$ cat src/sv/acg_front.sv
module acg_front #(
	parameter int SAMPLE_BITS = 24
) (
	input  logic                   clk,
	input  logic                   arst_n,
	input  logic                   push,
	output logic                   full,
	input  logic [SAMPLE_BITS-1:0] sample_in,
	input  logic                   bypass,
	output logic                   q_valid,
	input  logic                   q_take,
	output logic                   q_bypass,
	output logic [SAMPLE_BITS-1:0] q_sample
);

	logic [SAMPLE_BITS:0] mem_q [2];
	logic                 wr_ptr_q;
	logic                 rd_ptr_q;
	logic [1:0]           count_q;
	logic                 wr;
	logic                 rd;

	assign full     = (count_q == 2'd2);
	assign q_valid  = (count_q != 2'd0);
	assign wr       = push && !full;
	assign rd       = q_take && q_valid;
	assign q_bypass = mem_q[rd_ptr_q][SAMPLE_BITS];
	assign q_sample = mem_q[rd_ptr_q][SAMPLE_BITS-1:0];

	// tag each sample with its path at transfer time
	always_ff @(posedge clk) begin
		if (wr) mem_q[wr_ptr_q] <= {bypass, sample_in};
	end

	always_ff @(posedge clk or negedge arst_n) begin
		if (!arst_n) begin
			wr_ptr_q <= 1'b0;
			rd_ptr_q <= 1'b0;
			count_q  <= 2'd0;
		end else begin
			if (wr) wr_ptr_q <= !wr_ptr_q;
			if (rd) rd_ptr_q <= !rd_ptr_q;
			if (wr && !rd) count_q <= count_q + 2'd1;
			else if (rd && !wr) count_q <= count_q - 2'd1;
		end
	end

endmodule

$ cat config.mk
export PLATFORM = sky130hd
export DESIGN_NAME = acg_front
export DESIGN_NICKNAME = d
export VERILOG_FILES = /design/src/sv/acg_front.sv
export SDC_FILE = /design/constraint.sdc
export NUM_CORES = 1
export LEC_CHECK = 0
export CELL_PAD_IN_SITES_DETAIL_PLACEMENT = 2
export CELL_PAD_IN_SITES_GLOBAL_PLACEMENT = 2
export CORE_ASPECT_RATIO = 1.75
export CORE_MARGIN = 2
export CORE_UTILIZATION = 48
export CTS_CLUSTER_SIZE = 28
export DETAILED_ROUTE_END_ITERATION = 8
export DONT_BUFFER_PORTS = 1
export PLACE_DENSITY = 0.86
export REMOVE_ABC_BUFFERS = 1
export SLEW_MARGIN = 20
export SYNTH_ARGS = -nofsm -noshare
export SYNTH_HDL_FRONTEND = slang
export SYNTH_SLANG_ARGS = --single-unit
export TNS_END_PERCENT = 5
$ cat constraint.sdc
create_clock -name clk -period 4.66 [get_ports clk]
set_clock_uncertainty 0.15 [all_clocks]
set_input_delay 0.233 -clock clk [delete_from_list [all_inputs] [get_ports clk]]
set_output_delay 0.233 -clock clk [all_outputs]
set_load 0.02 [all_outputs]
# Word-level counts from Yosys, hierarchy flattened
# Memory sizes are Yosys's and may differ from the RTL's.
# Index checks and enable logic that the tools add are counted.
# totals
ff_bits	4
ram_bits	50
input_bits	29
output_inout_bits	27
wordCells	22
mem_count	1
# classes
n_addsub	2
n_eq_ne	1
mux	4
n_reduce_logical	11
# memory_table
name	depth	word_bits	read_ports	rd_clocked_by_memory_dff	write_ports	line	rtl
mem_q	2	25	1	0	1	16	logic [SAMPLE_BITS:0] mem_q [2];
# op_table
operator	count
logical NOT 1 bit	5
logical AND 1 bit	4
two-way mux 2 bit	2
nonzero test 2 bit	2
adder 2 x 1 -> 2 bit, second input constant	1
== test 2 bit, second input constant	1
two-way mux 1 bit	2
subtractor 2 x 1 -> 2 bit, second input constant	1

# Longest topological paths before layout
# Gate-level depths: netlist of run 1.
# depth
depth_word	7
depth_mapped	7
ltp_nobuf	7

# Worst setup path before layout of run 1
# Ideal clock, no wire load.
# synth_path
path_kind	register to register
startpoint	register count_q[0]
endpoint	memory mem_q[0][0] (netlist bit), enable pin
setup_time_ns	0.407
t_arrival_ns	1.689
t_required_ns	4.103
setup_slack_ns	2.415
stages_incl_launch_ff	4
n_path_buf	0
synth_period_minus_slack_ns	2.245
path_cell_list	dfrtp_1 nand2b_1 nand2_1 nor2_1
# synth_between
elab_chain_cells	5
# synth_rtl
element	line	rtl
from (decl)	19	logic [1:0] count_q;
from (signal assigned)	43	if (wr && !rd) count_q <= count_q + 2'd1;
from (signal assigned)	44	else if (rd && !wr) count_q <= count_q - 2'd1;
== test 2 bit	23	assign full = (count_q == 2'd2);
logical NOT 1 bit	25	assign wr = push && !full;
logical AND 1 bit	25	
two-way mux 1 bit	32	if (wr) mem_q[wr_ptr_q] <= {bypass, sample_in};
two-way mux 1 bit (implied by the code)	32	
to (decl)	16	
# No other way between the ends.

# Worst setup path after layout of run 1
# layout_path
startpoint	register rd_ptr_q
endpoint	output port q_sample[15]
# layout_between
elab_chain_cells	1
# layout_rtl
element	line	rtl
from (decl)	18	logic rd_ptr_q;
from (signal assigned)	42	if (rd) rd_ptr_q <= !rd_ptr_q;
memory (2 x 25 bit)	n/a	
to (decl)	13	output logic [SAMPLE_BITS-1:0] q_sample
# No other way between the ends.

==> flow_summary.toml, run 1 <==
[cells_and_area]
nets = 160
drive_gt1_share_pct = 29.0
design_area_um2 = 2550
nFillCells = 338
antennaDiodeCount = 0
multiInputGateArea_um2 = 449
fin_cells = 180
area_growth_pct = 21.0
regArea_um2 = 1600

[clock_network]
cts-resized-gates = 0
cts_root_buf = "clkbuf_8"
postCtsSetupBuffers = 0
clkSlewWorstSetupHoldPaths_ns = 0.09
cts_sinks = 54
clk_latency_ns = 0.29
cts_tree = "yes"
cts_buffers = 5
htreeDepth = 2
cts_max_path_buffers = 2
cts_hold_buf = 27

[power]
switching_share_pct = 32.0
leakage_uw = 0.000943
p_int_uw = 1110
p_switching_uw = 523
seq_power_share_pct = 44.0
pwr-share-clk_pct = 22.6
comb_power_share_pct = 33.4
irDropWorstVdd_v = 0.000389
powerDensity_nw_per_um2 = 642

[timing]
rsz0062_at_grt = "no"
fin_hold_ws_ns = 0.0539
final-max-slew-violation-count = 0
fmax_mhz = 512
period_needed_ns = 1.95
slew_headroom_pct = 62.1
worst_pin_slew_ns = 0.569
tns_ns = 0
hold_viol = 0
setup_viol = 0
finalCritPeriodShare_pct = 41.9

[synthesis]
synth_edf_count = 50
synth_cells = 97
syn_area_per_cell_um2 = 21.7
ys_warn_count = 0
ys_dominant_reg_cell = "edfxtp_1"
netlist_area_um2 = 2110
synth.distinct_cells = 16
seq_area_frac_synth_pct = 76.1
synth_seq_cells = 54
async_flop_share_pct = 7.41

[setup_path]
cp-start-kind = "register"
crit_family = "multiplexers"
crit_fanout = 24
slowest_stage = "mux2_2"
worstPathCellList = "buf_4 > mux2_2"
rrSetupSlack_ns = 2.89
reg2reg_to = "count_q[1]"
r2r_start = "count_q[0]"
crit_start = "rd_ptr_q"
worstSetupPathType = "reg2out"
worstSetupEndpointType = "output pin"
cp.required_ns = 4.28
r2r_cells = 7
slowest_delay_ns = 0.46
cp_num_cells = 2
path_buf_inv = 1
worstPathArrival_ns = 1.57
crit_path_end = "q_sample[15]"

[placement]
dpl.hpwl_um = 2380
place.gp.congestion = 0.573
postPlaceCellArea_um2 = 2130
dp_cells = 145
io_buffers = 0

[route]
dr.pass1.iters = 4
vias = 950
avgViaCountPerCell = 5.28
avgRoutedWirePerCell_um = 21.4
routed_wl_um = 3840
drc = 0
drtIter0Drc = 23
ant_nets = 0

[floorplanning]
coreArea_um2 = 4190
die-area_um2 = 4950
placementRows = 31
die_width_um = 54.1
die_height_um = 91.6
start_util_pct = 50.3
io_pins = 56

[flow_run]
maxCapViolCount = 0

[global_route]
globalRouteOverflowTotal = 0
first_global_vias = 1061
antenna_found_initial = 0
grt_pass1_wl_um = 5550
grt_max_degree = 26
grt_util_all_layers_pct = 16.3

[min_path]
hp-class = "in2reg"

[outcome]
outcome = "finished clean"
[how the worst min path moves through the flow]
stage                      start          to  slack, ns  depth (start not counted)
after floorplan           arst_n  count_q[0]      -0.21                          0
after global placement    arst_n  count_q[0]      -0.21                          0
after detailed placement  arst_n  count_q[0]      -0.21                          0
after CTS                   push    wr_ptr_q      0.006                          2
after global routing      arst_n    rd_ptr_q       0.06                          1
final                       push    wr_ptr_q       0.05                          2
[routing by layer]
layer  wire length [µm]  GRT usage, %
met3                210          4.56
met1               1510          19.2
met4                103          7.92
met5                  0             0
met2               2020          26.5
[power by group through the flow]
stage / Sequential, µW / Clock, µW / Combinational (µW)
floorplan: 747 / 0 / 415
global placement: 711 / 0 / 511
detailed placement: 728 / 0 / 531
CTS: 719 / 380 / 553
global route: 729 / 392 / 583
finish: 719 / 370 / 546
[final cells by class]
cell class	count	area share, %
clock buffer	6	3.24
clock inverter	2	2.36
inverter	2	0.295
multi-input combinational	38	17.6
sequential	54	62.9
tap	49	2.41
timing repair buffer	29	11.2
[registers in the layout (all words and copies together) (netlist names)]
signal,cells
rd_ptr_q,1
count_q,2
mem_q,50
wr_ptr_q,1
[cell usage in the layout (no fill, tap or decap)]
cell type      Yosys  routed
nand2b_1           1       1
ha_1               1       1
buf_4              0       2
and3_2             0       1
nor2_1             2       1
dlygate4sd3_1      0      27
nand2_2            1       1
clkbuf_8           0       6
nand2_1            1       1
nor2_2             0       1
bufinv_16          0       2
edfxtp_1          50      50
xnor2_1            3       3
mux2_4            19      19
dfrtp_1            4       4
mux2_2             6       6
inv_1              2       2
xor2_1             2       2
or2_1              1       1
[metrics by stage]
step                utilization, %  power [µW]  setup WS [ns]
global placement              50.9        1220           2.68
CTS                           60.8        1650           2.53
detailed placement            50.9        1260           2.51
global route                  60.8        1700           2.63
finish                        60.8        1630           2.71
floorplan                        -        1160           2.41
[cells in the mapped netlist, types with 2 or more instances]
| cell type | count | area, µm² |
|---|---|---|
| mux2_2 | 6 | 67.6 |
| edfxtp_1 | 50 | 1500 |
| mux2_4 | 19 | 285 |
| xor2_1 | 2 | 17.5 |
| xnor2_1 | 3 | 26.3 |
| nor2_1 | 2 | 7.51 |
| inv_1 | 2 | 7.51 |
| buf_12 | 2 | 40.0 |
| dfrtp_1 | 4 | 100 |
[kinds of logic after synthesis]
group / Yosys count / synth area share (%)
adders and majority gates: 1 / 0.594
buffers and inverters: 5 / 2.79
and+or+nand+nor: 7 / 1.72
xor gates and xnor gates: 5 / 2.08
DFF: 54 / 76.1
muxes: 25 / 16.8
Note: power is estimated with default switching activity, not from simulation.
==> run 2, diff against run 1 <==
--- a/config.mk
+++ b/config.mk
@@ -5,15 +5,16 @@
 export SDC_FILE = /design/constraint.sdc
 export NUM_CORES = 1
 export LEC_CHECK = 0
+export ABC_AREA = 1
 export CELL_PAD_IN_SITES_DETAIL_PLACEMENT = 2
 export CELL_PAD_IN_SITES_GLOBAL_PLACEMENT = 2
 export CORE_ASPECT_RATIO = 1.75
 export CORE_MARGIN = 2
-export CORE_UTILIZATION = 48
+export CORE_UTILIZATION = 40
 export CTS_CLUSTER_SIZE = 28
 export DETAILED_ROUTE_END_ITERATION = 8
 export DONT_BUFFER_PORTS = 1
-export PLACE_DENSITY = 0.86
+export PLACE_DENSITY = 0.81
 export REMOVE_ABC_BUFFERS = 1
 export SLEW_MARGIN = 20
 export SYNTH_ARGS = -nofsm -noshare
==> constraint.sdc (replaced) <==
create_clock -name clk -period 1.8 [get_ports clk]
set_clock_uncertainty 0.15 [all_clocks]
set_input_delay 0.09 -clock clk [delete_from_list [all_inputs] [get_ports clk]]
set_output_delay 0.09 -clock clk [all_outputs]
set_load 0.02 [all_outputs]
==> run 2 against run 1 <==
  * Power rose to 2.7 times the previous value
  * Global-route usage rose by 4.2 points
  * Clock power rose to 2.6 times the previous value
  * Die area rose by 17%
  * Worst hold slack improved by 0.24 ns
  * Largest power group unchanged
  * Critical endpoint is now count_q[1]
  * Core utilization fell by 8.3 points
  * First-iteration DRC count fell by 43%
  * Largest cell class unchanged
  * Wire length rose by 38%
  * Worst setup slack got worse by 2.6 ns
==> flow_summary.toml, run 2 <==
[outcome]
outcome = "finished clean"

[placement]
place.gp.congestion = 0.726
io_buffers = 0
dpl.hpwl_um = 3350

[setup_path]
worstPathCellList = "inv_2 > nand2_2 > nand2_2 > ha_1 > inv_1 > nand3_1 > nand2_1 > nand2_1"
crit_start = "count_q[0]"
r2r_start = "count_q[0]"
path_buf_inv = 2
cp.required_ns = 1.85
worstSetupEndpointType = "register"
rrSetupSlack_ns = 0.09
r2r_cells = 8
cp-start-kind = "register"
worstPathArrival_ns = 1.76
crit_fanout = 5
slowest_stage = "dfrtp_1"
slowest_delay_ns = 0.49
worstSetupPathType = "reg2reg"
crit_family = "flip-flops"
reg2reg_to = "count_q[1]"

[clock_network]
cts_buffers = 5
clkSlewWorstSetupHoldPaths_ns = 0.09
postCtsSetupBuffers = 0
clk_latency_ns = 0.31
cts_max_path_buffers = 2
cts_root_buf = "clkbuf_8"
cts_tree = "yes"
cts_sinks = 54
htreeDepth = 2

[floorplanning]
io_pins = 56
die-area_um2 = 5810
die_height_um = 99.3
placementRows = 34
start_util_pct = 41.7
die_width_um = 58.5
coreArea_um2 = 4980

[min_path]
min_delay_worst_endpoint = "mem_q[0][23]"
hp-start = "sample_in[23]"
hp-class = "in2reg"
whs_path_depth = 1

[synthesis]
ys_dominant_reg_cell = "edfxtp_1"
synth_most_common_cell = "nand2_1"
synth_cells = 162
synth_top_area_share_pct = 72.3
ys_top_cells_by_area = "edfxtp_1, nand2_1, dfrtp_1, buf_6, inv_1"
netlist_area_um2 = 2080
seq_area_frac_synth_pct = 77.1
async_flop_share_pct = 7.41
synth.distinct_cells = 17
synth_seq_cells = 54
yosys-top-cells-count = "nand2_1, edfxtp_1, inv_1"
syn_area_per_cell_um2 = 12.8
synth_top_cell_by_area = "edfxtp_1"
synth_edf_count = 50
ys_warn_count = 0

[global_route]
grt_util_all_layers_pct = 20.5
grt_pass1_wl_um = 8350
antenna_found_initial = 0
grt_max_degree = 25
first_global_vias = 1548
globalRouteOverflowTotal = 0

[route]
drc = 0
dr.pass1.iters = 4
avgViaCountPerCell = 5.15
routed_wl_um = 5290
drtIter0Drc = 13
vias = 1324
avgRoutedWirePerCell_um = 20.6
ant_nets = 0

[power]
comb_power_share_pct = 35.9
leakage_uw = 0.00107
powerDensity_nw_per_um2 = 1700
pwr-share-clk_pct = 22.1
switching_share_pct = 39.0
seq_power_share_pct = 42.0
p_int_uw = 2700
p_switching_uw = 1730
irDropWorstVdd_v = 0.00106

[cells_and_area]
utilization_pct = 52.5
area_growth_pct = 25.7
largest_register = "mem_q"
final_common_cell = "nand2_1"
top_regs = "mem_q (50), count_q (2)"
drive_gt1_share_pct = 12.3
largest_register_ffs = 50
antennaDiodeCount = 0
final_cell_mix = "nand2_1, edfxtp_1, dlygate4sd3_1, buf_4"
nets = 232

[timing]
fmax_mhz = 585
setup_viol = 0
hold_viol = 0
fin_hold_ws_ns = 0.289
worst_pin_slew_ns = 0.450
period_needed_ns = 1.71
rsz0062_at_grt = "no"
slew_headroom_pct = 69.7
finalCritPeriodShare_pct = 94.9
final-max-slew-violation-count = 0

[flow_run]
maxCapViolCount = 0
[run 2: cell types whose count changed after synthesis, moves of 4 or more]
cell / before / now
mux2_2: 6 / 0
inv_1: 2 / 6
nand2_1: 1 / 83
mux2_4: 19 / 0
[run 2: worst max-delay path by stage]
stage / endpoint / cells after the start
after global placement: count_q[1] / 8
after global routing: count_q[1] / 8
final: count_q[1] / 8
after floorplan: mem_q[1][0] / 3
after CTS: q_sample[7] / 3
after detailed placement: count_q[1] / 8
[run 2: power groups by stage]
stage / Clock [µW] / Combinational [µW] / Sequential, µW
floorplan: 0 / 1020 / 1880
detailed placement: 0 / 1510 / 1890
CTS: 993 / 1600 / 1860
global placement: 0 / 1400 / 1850
finish: 978 / 1590 / 1860
global route: 1040 / 1750 / 1890
[run 2: kinds of logic after synthesis]
group	Yosys count	synth area share [%]
AO/OA/AOI/OAI	1	0.241
XOR/XNOR	1	0.422
adder cells (fa/ha/maj)	1	0.602
buffers and inverters	13	3.92
flip-flops	54	77.1
AND/OR/NAND/NOR	92	17.7
[run 2: cell type report]
type	instances	area, µm²
well taps	54	67.6
fillers	481	2370
repair buffers	38	370
multi-input cells	95	397
inverters	8	32.5
clock buffers	6	82.6
clock inverters	2	60.1
flip-flops and latches	54	1600
[run 2: repair_timing]
item	in CTS	in global routing
gates resized for setup	0	0
setup endpoints to repair	0	0
hold buffers	29	0
hold endpoints to repair	57	0
[run 2: worst register-to-register path: stages (launching register included)]
cell and delay (ns):
dfrtp_1 0.49, inv_2 0.07, nand2_2 0.15, nand2_2 0.10
ha_1 0.33, inv_1 0.11, nand3_1 0.09, nand2_1 0.07
nand2_1 0.05
[run 2: metrics by stage]
step	area [µm²]	setup TNS, ns	setup slack [ns]	total power (µW)	std cells
after floorplan	2030	-10.44	-0.417	2890	157
after global placement	2180	0	0.329	3250	220
after detailed placement	2180	0	0.164	3400	220
after CTS	2610	0	0.0901	4450	257
after global routing	2610	0	0.00582	4680	257
final	2610	0	0.0915	4430	257
[run 2: metal layers]
metal	global-route usage, %	part of all wire (%)	up-vias
met2	37.6	59	39
met3	3.77	3.5	9
met5	0	0	-
met1	21.6	35	666
li1	-	-	610
met4	9.84	2.9	0
